**src/hw/rtl/tpp_div.sv**
```systemverilog
`timescale 1ns / 1ps

module tpp_div #(
    parameter int NB = 8,
    parameter int DB = 8,
    parameter int TW = 1
) (
    input  logic          clk,
    input  logic          rst_n,
    input  logic          en,
    input  logic          v,
    input  logic [NB-1:0] num,
    input  logic [DB-1:0] den,
    input  logic [TW-1:0] tag,
    output logic          q_valid,
    output logic [NB-1:0] quo,
    output logic [TW-1:0] q_tag
);

    localparam int CW = DB + 1;
    localparam int XW = DB + 2;

    // Each stage settles one quotient bit, most significant first. The dividend
    // shifts out of the top of nq while quotient bits shift in at the bottom.
    logic [NB-1:0] nq_reg  [NB];
    logic [DB-1:0] rem_reg [NB];
    logic [DB-1:0] den_reg [NB];
    logic [TW-1:0] tag_reg [NB];
    logic          v_reg   [NB];

    for (genvar k = 0; k < NB; k++)
    begin : g_st
        logic [NB-1:0] nq_in;
        logic [DB-1:0] rem_in;
        logic [DB-1:0] den_in;
        logic [TW-1:0] tag_in;
        logic          v_in;
        logic [CW-1:0] cand;
        logic [XW-1:0] diff;
        logic          fit;

        if (k == 0)
        begin : g_first
            assign nq_in  = num;
            assign rem_in = '0;
            assign den_in = den;
            assign tag_in = tag;
            assign v_in   = v;
        end
        else
        begin : g_next
            assign nq_in  = nq_reg[k-1];
            assign rem_in = rem_reg[k-1];
            assign den_in = den_reg[k-1];
            assign tag_in = tag_reg[k-1];
            assign v_in   = v_reg[k-1];
        end

        assign cand = {rem_in, nq_in[NB-1]};
        assign diff = XW'(cand) - XW'(den_in);
        assign fit  = ~diff[XW-1];

        always_ff @(posedge clk or negedge rst_n)
        begin
            if (!rst_n)
            begin
                v_reg[k] <= 1'b0;
            end
            else if (en)
            begin
                v_reg[k] <= v_in;
            end
        end

        always_ff @(posedge clk)
        begin
            if (en)
            begin
                nq_reg[k]  <= {nq_in[NB-2:0], fit};
                rem_reg[k] <= fit ? diff[DB-1:0] : cand[DB-1:0];
                den_reg[k] <= den_in;
                tag_reg[k] <= tag_in;
            end
        end
    end

    assign q_valid = v_reg[NB-1];
    assign quo     = nq_reg[NB-1];
    assign q_tag   = tag_reg[NB-1];

endmodule

```
**config.mk**
```make
export PLATFORM = sky130hd
export DESIGN_NAME = tpp_div
export DESIGN_NICKNAME = d
export VERILOG_FILES = /design/src/hw/rtl/tpp_div.sv
export SDC_FILE = /design/constraint.sdc
export NUM_CORES = 1
export LEC_CHECK = 0
export BUFFER_PORTS_ARGS = -buffer_cell sky130_fd_sc_hd__buf_2
export CORE_ASPECT_RATIO = 0.75
export CORE_MARGIN = 2
export CORE_UTILIZATION = 67
export DETAILED_ROUTE_END_ITERATION = 12
export PLACE_DENSITY_LB_ADDON = 0.08
export SLEW_MARGIN = 20
export SYNTH_ARGS = -nofsm -noshare
export SYNTH_HDL_FRONTEND = slang
export SYNTH_SLANG_ARGS = --single-unit
```
**constraint.sdc**
```tcl
create_clock -name clk -period 3.6 [get_ports clk]
set_clock_uncertainty 0.05 [all_clocks]
set_input_delay 0.18 -clock clk [delete_from_list [all_inputs] [get_ports clk]]
set_output_delay 0.18 -clock clk [all_outputs]
set_load 0.01 [all_outputs]
```
### Word level (Yosys, flattened, before mapping)

Memories as Yosys holds them, arrays and structs flattened.
Cells that the tools add are included.

* bitwise logic cells: 8
* add/sub/neg operators: 8
* mux-type cells: 10

Operators by type and width (count)
* $sub A9 B8 Y10: 7
* $mux W8: 8
* $sub A1 B8 Y9: 1
* $not A1 Y1: 8
* $mux W1: 2

* memories kept: 4
* output and inout bits: 10
* logic and storage cells: 38
* memory bits (writable): 200
* bits in registers: 8

Memories
* den_reg: words 8, width 8, rd ports 7, clocked after Yosys merged registers in 0, write ports 8, RTL line 27 `logic [DB-1:0] den_reg [NB];`
* nq_reg: words 8, width 8, rd ports 8, clocked after Yosys merged registers in 0, write ports 8, RTL line 25 `logic [NB-1:0] nq_reg [NB];`
* rem_reg: words 8, width 8, rd ports 7, clocked after Yosys merged registers in 0, write ports 8, RTL line 26 `logic [DB-1:0] rem_reg [NB];`
* tag_reg: words 8, width 1, rd ports 8, clocked after Yosys merged registers in 0, write ports 8, RTL line 28 `logic [TW-1:0] tag_reg [NB];`

### Logic depth before layout (Yosys ltp)

Gate-level depths: netlist of the first run.
An unclocked memory read counts as a cell.

* depth in word-level cells: 3
* gate-level depth with buffers: 8
* gate-level depth less buffers: 8

### Worst setup path after synthesis of the first run

No wires, ideal clock.

* path type: register to register
* start: mem den_reg[3][0], in the netlist den_reg[1][8]
* end: mem rem_reg[4][6], in the netlist rem_reg[2][6] (data pin)
* arrival: 1.851 ns
* stages on the path, launching flop included: 8
* setup time: 0.260 ns
* setup slack: 1.439 ns
* clock period less this slack: 2.161 ns
* buffers on the path: 0
* required time: 3.290 ns
* cell sequence: edfxtp_1 -> ha_1 -> fa_1 -> nor2b_1 -> o31a_1 -> nor4_1 -> a311o_1 -> mux2_2

RTL lines (RTL line)
* from (decl): 27
* to (decl): 26

==> results of run 1 <==
-- layout make-up --
| type | instances | area share, % |
|---|---|---|
| clock buffers | 22 | 4.573 |
| clock inverters | 10 | 1.590 |
| inverters | 78 | 2.885 |
| multi-input cells | 337 | 28.77 |
| flip-flops and latches | 192 | 56.41 |
| well taps | 171 | 2.108 |
| repair buffers | 51 | 3.661 |
-- critical path, cell delays in order, from the launching register on --
cell	delay, ps
edfxtp_1	430
inv_1	80
ha_1	220
nor2b_1	130
o21ai_0	340
o21ai_2	190
a21oi_4	330
mux2_2	390
-- routing by layer --
layer  global-route usage, %  wire length (um)
met1                   22.21              5400
met2                   35.86              7285
met3                   5.799               442
met4                   8.910               295
met5                       0                 0
-- through the flow --
| step | util [%] | area [um2] |
|---|---|---|
| final | 77.97 | 10150 |
| after global routing | 77.97 | 10150 |
| after CTS | 77.97 | 10150 |
| after detailed placement | 71.78 | 9344 |
| after global placement | 71.78 | 9344 |
| after floorplan | - | 8942 |
-- placed cells by master (no fill, tap or decap), drive strengths merged, types with 3 or more instances in the layout --
master,count
edfxtp,184
inv,78
ha,57
mux2,38
buf,33
nor2,32
clkbuf,22
o21ai,21
a21o,19
dlygate4sd3,18
nor2b,17
a21oi,17
nand2,13
mux2i,13
xnor2,11
nand2b,11
a211oi,9
dfrtp,8
o21a,7
xor2,7
a31oi,6
fa,6
and2,6
o31a,5
nor3,5
and3,5
o31ai,4
nand3,4
o311ai,4
a21boi,4
bufinv,4
clkinvlp,3
conb,3
nor4,3
clkinv,3
-- worst max path at each step --
stage                                       start  depth (start not counted)                        to
after floorplan           den_reg[1][8]$_DFFE_PP_                          7   rem_reg[2][6]$_DFFE_PP_
after global placement    den_reg[2][9]$_DFFE_PP_                          7   rem_reg[3][3]$_DFFE_PP_
after detailed placement  den_reg[2][1]$_DFFE_PP_                          7  rem_reg[2][11]$_DFFE_PP_
after CTS                 den_reg[2][1]$_DFFE_PP_                          7  rem_reg[2][12]$_DFFE_PP_
after global routing      den_reg[0][1]$_DFFE_PP_                          7  rem_reg[0][10]$_DFFE_PP_
final                     den_reg[2][1]$_DFFE_PP_                          7  rem_reg[2][12]$_DFFE_PP_
-- power breakdown --
part	leakage [nW]	internal (mW)	total (mW)	switching, mW
Clock	0.296	1.20	1.96	0.767
Combinational	1.92	0.826	1.70	0.879
Sequential	1.88	2.90	3.05	0.148
Total	4.10	4.92	6.72	1.79
-- cell families (layout without fill, tap and decap cells) --
logic type,Yosys count,in the layout,synth area share [%]
AND/OR/NAND/NOR,100,100,6.498
buffers and inverters,79,161,3.319
flip-flops,192,192,64.08
XOR/XNOR,18,18,1.764
multiplexers,51,51,6.246
adder cells (fa/ha/maj),63,63,9.326
other,1,3,0.04197
AO/OA/AOI/OAI,102,102,8.724
==> results_dict.tcl, run 1 <==
set metrics [dict create \
    vias_per_cell 5.654 \
    required_ps 3730 \
    die-area_um2 14290 \
    power_mw 6.718 \
    grt_max_degree 90 \
    seq_area_um2 5725 \
    layout-drive-gt1-share_pct 18.55 \
    synth-seq-cells 192 \
    slew_headroom_pct 47.05 \
    fin_ws_ps 1180 \
    rsz0062_at_grt "false" \
    worst-r2r-cell-count 7 \
    cp_max_fo 8 \
    worstSkewPairLatency_ps 430 \
    cts_made_buffers 17 \
    vias 4868 \
    chipHeight_um 104.0 \
    cts_tree "yes" \
    synth-edff-count 184 \
    antenna_left 0 \
    htreeDepth 4 \
    final_cells 861 \
    hpwl_mm 8.999 \
    power.density_nw_per_um2 661.9 \
    max-vdd-ir-drop_uv 602.8 \
    drc_errors 0 \
    finalCritPeriodShare_pct 67.23 \
    yosys_warnings 0 \
    yosysMostFrequentCell "edfxtp_1" \
    status "complete, no violations" \
    post_synth_instance_area_um2 8935 \
    cts_resized 0 \
    dr.pass1.iters 5 \
    grt_usage_pct 20.16 \
    cts_setup_buffers 0 \
    netlist_top_cells_count "edfxtp_1 (184), inv_1 (78), ha_1 (57), mux2_2 (38), nor2_1 (32)" \
    routed_wl_mm 13.42 \
    largest_reg_flops 64 \
    worstMarginPinSlew_ps 794.2 \
    fmax_mhz 413.2 \
    slew_viol_final 0 \
    grt_overflow 0 \
    p_leak_nw 4.099 \
    setup_viol 0 \
    core_um2 13020 \
    end_kind "flip-flop" \
    num_io_pins 31 \
    hold_viol 0 \
    arrival_ps 2550 \
    cp-start-kind "flip-flop" \
    layout_min_cycle_time_ps 2420 \
    antenna_found_initial 0 \
    syn_area_per_cell_um2 14.74 \
    syn2layout_area_growth_pct 13.60 \
    dp_slack_ps 1205 \
    reg2reg_slack_ps 1180 \
    drt_iter0_drc 235 \
    grt_pass1_vias 4936 \
    min_path_type "in -> async" \
    synth_top_area_share_pct 61.84 \
    ys_seq_area_share_pct 64.08 \
    port_buffers 30 \
    multiInputGateArea_um2 2920 \
    synth-main-ff-cell "edfxtp_1" \
    root_buffer "clkbuf_16" \
    holdBufCountCts 18 \
    place_inst 811 \
    synthTopCellsByArea "edfxtp_1 (62%), ha_1 (8.0%), mux2_2 (4.8%), inv_1 (3.3%), dfrtp_1 (2.2%)" \
    num_antenna_cells 0 \
    r2r-end "rem_reg[2][12]$_DFFE_PP_" \
    grt_pass1_wl_mm 21.99 \
    die_w_um 137.3 \
    critPathKind "reg -> reg" \
    r2r-start "den_reg[2][1]$_DFFE_PP_" \
    cts.sinks 192 \
    ys_async_sr_fraction_pct 4.167 \
    row_count 36 \
    fill_cells 725 \
    hold_ws_ps 63.14 \
    place_congestion 0.8302 \
    finalSetupTns_ps 0 \
    final_nets 761 \
    start_util_pct 68.64 \
    wl_per_cell_um 15.59 \
    clockBufferDepth 2 \
    clk_pin_slew_ps 60 \
    synth_area_leader_cell "edfxtp_1" \
    maxCapViolations 0 \
    synth_cell_types 48 \
    netlist_instances 606 \
]
Note: power is estimated with default switching activity, not from simulation.
==> inputs of run 2 (changes only) <==
--- a/config.mk
+++ b/config.mk
@@ -8,7 +8,7 @@
 export BUFFER_PORTS_ARGS = -buffer_cell sky130_fd_sc_hd__buf_2
 export CORE_ASPECT_RATIO = 0.75
 export CORE_MARGIN = 2
-export CORE_UTILIZATION = 67
+export CORE_UTILIZATION = 62
 export DETAILED_ROUTE_END_ITERATION = 12
 export PLACE_DENSITY_LB_ADDON = 0.08
 export SLEW_MARGIN = 20
==> constraint.sdc (replaced) <==
create_clock -name clk -period 2.4 [get_ports clk]
set_clock_uncertainty 0.05 [all_clocks]
set_input_delay 0.12 -clock clk [delete_from_list [all_inputs] [get_ports clk]]
set_output_delay 0.12 -clock clk [all_outputs]
set_load 0.01 [all_outputs]
==> run 2 against run 1 <==
  * Fmax grew 6.0%
  * Die area grew 7.8%
  * Flip-flop and latch count is the same
  * Final area grew 0.96%
  * Sequential power grew 50%
  * Clock power grew 46%
  * Worst hold slack lost 49 ps
  * Sequential share of layout area shrank 0.54 points
  * Setup slack lost 1100 ps
  * Global-route usage shrank 1.3 points
  * Non-clock buffer count grew 11
  * Via count grew 0.47%
==> results_dict.tcl, run 2 (synthesized netlist as in run 1, its figures left out) <==
set metrics [dict create \
    power_mw 10.06 \
    min_path_type "in -> reg" \
    power.density_nw_per_um2 981.9 \
    antenna_found_initial 0 \
    layout_min_cycle_time_ps 2283 \
    path_buf_inv 0 \
    cts_made_buffers 17 \
    finalSetupTns_ps 0 \
    final_nets 772 \
    dr.pass1.iters 5 \
    port_buffers 30 \
    wl_per_cell_um 15.24 \
    fin_ws_ps 117.4 \
    dpl_cell_area_um2 9429 \
    dp_slack_ps 52.54 \
    vias_per_cell 5.583 \
    grt_overflow 0 \
    required_ps 2520 \
    rsz0062_at_grt "false" \
    routed_wl_mm 13.35 \
    num_antenna_cells 0 \
    chipHeight_um 108.0 \
    largest_reg_flops 64 \
    grt_pass1_wl_mm 22.25 \
    die_w_um 142.6 \
    cts_tree "yes" \
    grt_pass1_vias 4950 \
    worst_path_max_delay_cell "edfxtp_1" \
    cpPeakStageDelay_ps 390 \
    slew_viol_final 0 \
    grt_max_degree 59 \
    htreeDepth 4 \
    fill_cells 866 \
    layout-drive-gt1-share_pct 20.68 \
    slew_headroom_pct 66.48 \
    place_congestion 0.8435 \
    status "complete, no violations" \
    cp-start-kind "flip-flop" \
    cts.sinks 192 \
    clockBufferDepth 2 \
    drt_iter0_drc 254 \
    fmax_mhz 438.1 \
    core_um2 13890 \
    num_io_pins 31 \
    syn2layout_area_growth_pct 14.69 \
    worstPathCellList "ha_1 > fa_2 > nor2b_2 > o31a_1 > nor4_1 > a311o_1 > mux2_2" \
    root_buffer "clkbuf_16" \
    final_cell_mix "edfxtp_1 (184), inv_1 (78), ha_1 (57)" \
    vias 4891 \
    end_kind "flip-flop" \
    worstMarginPinSlew_ps 502.8 \
    critPathKind "reg -> reg" \
    finalCritPeriodShare_pct 95.11 \
    drc_errors 0 \
    cp_max_fo 3 \
    max-vdd-ir-drop_uv 671.0 \
    worstSkewPairLatency_ps 430 \
    grt_usage_pct 18.89 \
    antenna_left 0 \
    row_count 37 \
    die-area_um2 15400 \
    maxCapViolations 0 \
    start_util_pct 64.33 \
    p_leak_nw 4.164 \
    path_delay_family "adder cells" \
    layout_commonest_cell "edfxtp_1" \
    arrival_ps 2410 \
    design_area_um2 10250 \
    hpwl_mm 9.086 \
    clk_pin_slew_ps 70 \
    setup_viol 0 \
    hold_viol 0 \
]
-- run 2: layer usage --
| layer | GRT usage [%] | routed length, um | up-vias |
|---|---|---|---|
| met2 | 34.24 | 7135 | 87 |
| met3 | 4.517 | 363 | 29 |
| li1 | - | - | 2414 |
| met4 | 9.335 | 348 | 0 |
| met1 | 21.05 | 5500 | 2361 |
| met5 | 0 | 0 | - |
-- run 2: final cells by class --
class,count,area (um2),share of cell area [%]
sequential,192,5725,55.87
tap,175,219.0,2.137
clock buffer,21,480.5,4.689
multi-input combinational,337,2934,28.63
timing repair buffer,62,469.2,4.579
inverter,78,292.8,2.857
clock inverter,11,126.4,1.233
-- run 2: final timing paths --
| kind | cells after the start | endpoint | startpoint | slack, ps |
|---|---|---|---|---|
| max | 7 | rem_reg[2][6]$_DFFE_PP_ | den_reg[1][8]$_DFFE_PP_ | 120 |
| min | 3 | rem_reg[0][0]$_DFFE_PP_ | num[7] | 10 |
| max reg2reg | 7 | rem_reg[2][6]$_DFFE_PP_ | den_reg[1][8]$_DFFE_PP_ | 120 |
| min reg2reg | 0 | nq_reg[1][25]$_DFFE_PP_ | nq_reg[1][16]$_DFFE_PP_ | 370 |
| max in group asynchronous | 3 | g_st[7].v_in$_DFFE_PN0P_ | rst_n | 1440 |
| min in group asynchronous | 3 | q_valid$_DFFE_PN0P_ | rst_n | 590 |
-- run 2: tightest hold or removal path, delay by kind of cell --
kind | cells | cell delay, ps
buffers and inverters | 2 | 140
muxes | 1 | 120
-- run 2: repair_timing --
item	CTS	global route
endpoints found under the hold margin	27	0
hold buffers	19	0
setup buffers	0	1
setup endpoints to repair	0	12
resized for setup	0	6
-- run 2: metrics by stage --
step | utilization, % | hold slack (ps) | cells
after floorplan | - | -225.6 | 608
after global placement | 67.89 | -87.66 | 824
after detailed placement | 67.89 | -78.22 | 824
after CTS | 73.63 | 14.98 | 875
after global routing | 73.78 | 13.51 | 876
final | 73.78 | 13.90 | 876
-- run 2: power breakdown --
group / total, mW / internal (mW) / switching [mW]
Clock: 2.86 / 1.66 / 1.20
Sequential: 4.57 / 4.35 / 0.226
Combinational: 2.63 / 1.31 / 1.32
Total: 10.1 / 7.31 / 2.75
==> inputs of run 3 (changes only) <==
--- a/config.mk
+++ b/config.mk
@@ -8,10 +8,10 @@
 export BUFFER_PORTS_ARGS = -buffer_cell sky130_fd_sc_hd__buf_2
 export CORE_ASPECT_RATIO = 0.75
 export CORE_MARGIN = 2
-export CORE_UTILIZATION = 62
+export CORE_UTILIZATION = 45
 export DETAILED_ROUTE_END_ITERATION = 12
 export PLACE_DENSITY_LB_ADDON = 0.08
-export SLEW_MARGIN = 20
+export SLEW_MARGIN = 40
 export SYNTH_ARGS = -nofsm -noshare
 export SYNTH_HDL_FRONTEND = slang
 export SYNTH_SLANG_ARGS = --single-unit
==> run 3 against run 2 <==
  * Setup slack worse by 71 ps
  * Sequential share of layout area down 0.47 points
  * Global-route usage fell by 5.7 points
  * Final cell count grew 9.5%
  * Fmax down 3.0%
  * Register-to-register slack lost 70 ps
  * Die area is 36% higher
  * Critical endpoint unchanged
  * Largest cell class unchanged
==> results_dict.tcl, run 3 (synthesized netlist as in run 1, its figures left out) <==
set metrics [dict create \
    vias_per_cell 4.927 \
    dr.pass1.iters 4 \
    arrival_ps 2470 \
    comb_power_share_pct 26.5 \
    use_met2_pct 23.82 \
    num_io_pins 31 \
    cts_setup_buffers 0 \
    hold_viol 0 \
    core_um2 19430 \
    internal-power_mw 7.147 \
    cp_max_fo 3 \
    power.density_nw_per_um2 953.7 \
    setup_viol 0 \
    p_clk_share_pct 27.2 \
    grt_usage_pct 13.16 \
    layout-drive-gt1-share_pct 20.40 \
    cts_tree "yes" \
    antenna_found_initial 0 \
    layout_commonest_cell "edfxtp_1" \
    num_antenna_cells 0 \
    cts.sinks 192 \
    p_leak_nw 4.174 \
    die-area_um2 21010 \
    finalSetupTns_ps 0 \
    routed_wl_mm 12.91 \
    min_path_type "in -> reg" \
    htreeDepth 4 \
    required_ps 2520 \
    worstSkewPairLatency_ps 420 \
    worst-r2r-cell-count 7 \
    pwr-share-seq_pct 46.3 \
    drt_iter0_drc 318 \
    syn2layout_area_growth_pct 15.67 \
    hold_ws_ps 252.6 \
    fmax_mhz 424.9 \
    dp_slack_ps 56.00 \
    cp_num_cells 7 \
    multiInputGateArea_um2 2923 \
    finalCritPeriodShare_pct 98.06 \
    final_cell_mix "edfxtp_1 (184), inv_1 (78), ha_1 (57)" \
    grt_most_used_layer "met2" \
    switching_share_pct 27.49 \
    path_buf_inv 0 \
    maxCapViolations 0 \
    layout_min_cycle_time_ps 2354 \
    hold_depth 1 \
    hpwl_mm 9.263 \
    final_nets 777 \
    wl_per_cell_um 13.46 \
    root_buffer "clkbuf_16" \
    power_mw 9.857 \
    use_met1_pct 14.91 \
    clk_pin_slew_ps 70 \
    grt_pass1_wl_mm 22.20 \
    place_congestion 0.7645 \
    end_kind "flip-flop" \
    slew_viol_final 0 \
    largest_reg_flops 64 \
    antenna_left 0 \
    die_w_um 166.7 \
    cp-start-kind "flip-flop" \
    chipHeight_um 126.0 \
    clockBufferDepth 2 \
    seq_area_um2 5725 \
    port_buffers 30 \
    final_cells 959 \
    grt_max_degree 76 \
    drc_errors 0 \
    met3_usage_pct 3.394 \
    cts_made_buffers 17 \
    path_delay_family "adder cells" \
    vias 4725 \
    fill_cells 1604 \
    slew_headroom_pct 59.08 \
    worstPathCellList "ha_1 > fa_1 > nor2b_2 > o31a_1 > nor4_1 > a311o_1 > mux2_2" \
    place_inst 907 \
    cpPeakStageDelay_ps 430 \
    worst_path_max_delay_cell "fa_1" \
    row_count 44 \
    critPathKind "reg -> reg" \
    max-vdd-ir-drop_uv 413.4 \
    status "complete, no violations" \
    p_switching_mw 2.710 \
    grt_pass1_vias 4906 \
    grt_overflow 0 \
    fin_ws_ps 46.48 \
    start_util_pct 45.98 \
    worstMarginPinSlew_ps 613.8 \
]
-- run 3: cell types whose count changed in the layout (fill, tap and decap cells not counted), moves of 2 or more --
cell       before  now
clkbuf_8        4    2
clkbuf_16      17   19
bufinv_16       2    0
inv_4           0    3
clkbuf_1        0    2
buf_4          11   15
-- run 3: routing by layer --
layer | vias to the layer above | part of all wire [%]
met5 | - | 0
met4 | 0 | 1.1
met3 | 11 | 2.6
met2 | 52 | 53
met1 | 2261 | 43
li1 | 2401 | -
-- run 3: timing repair --
item | CTS | global route
hold buffers | 20 | 0
endpoints found under the hold margin | 27 | 0
resized for setup | 0 | 2
endpoints found under the setup margin | 0 | 6
-- run 3: final timing paths --
path	endpoint	slack, ps	startpoint
max	rem_reg[2][6]$_DFFE_PP_	50	den_reg[1][8]$_DFFE_PP_
min	tag_reg[0][1]$_DFFE_PP_	250	en
max reg2reg	rem_reg[2][6]$_DFFE_PP_	50	den_reg[1][8]$_DFFE_PP_
min reg2reg	nq_reg[1][6]$_DFFE_PP_	360	nq_reg[0][29]$_DFFE_PP_
max in group asynchronous	g_st[5].v_in$_DFFE_PN0P_	1440	rst_n
min in group asynchronous	g_st[1].v_in$_DFFE_PN0P_	600	rst_n
-- run 3: worst reg2reg max path: stages (launching register included) --
cell and delay (ps):
edfxtp_1 390, ha_1 230, fa_1 430, nor2b_2 160, o31a_1 190, nor4_1 60, a311o_1 320, mux2_2 270
-- run 3: final cells by class --
class                      count  share of cell area [%]
tap                          253                   3.063
inverter                      78                   2.833
sequential                   192                   55.40
clock buffer                  22                   4.806
clock inverter                10                  0.6659
timing repair buffer          67                   4.952
multi-input combinational    337                   28.28
-- run 3: power by group through the flow --
| stage | Clock [mW] | Sequential (mW) | Combinational, mW |
|---|---|---|---|
| final | 2.68 | 4.57 | 2.61 |
| after global routing | 2.91 | 4.62 | 2.92 |
| after CTS | 2.77 | 4.57 | 2.63 |
| after detailed placement | 0 | 4.64 | 2.58 |
| after global placement | 0 | 4.64 | 2.47 |
| after floorplan | 0 | 4.57 | 1.97 |
-- run 3: through the flow --
stage | cell area (um2) | util [%]
after global placement | 9567 | 49.23
after floorplan | 8942 | -
final | 10330 | 53.18
after detailed placement | 9567 | 49.23
after CTS | 10330 | 53.17
after global routing | 10330 | 53.18
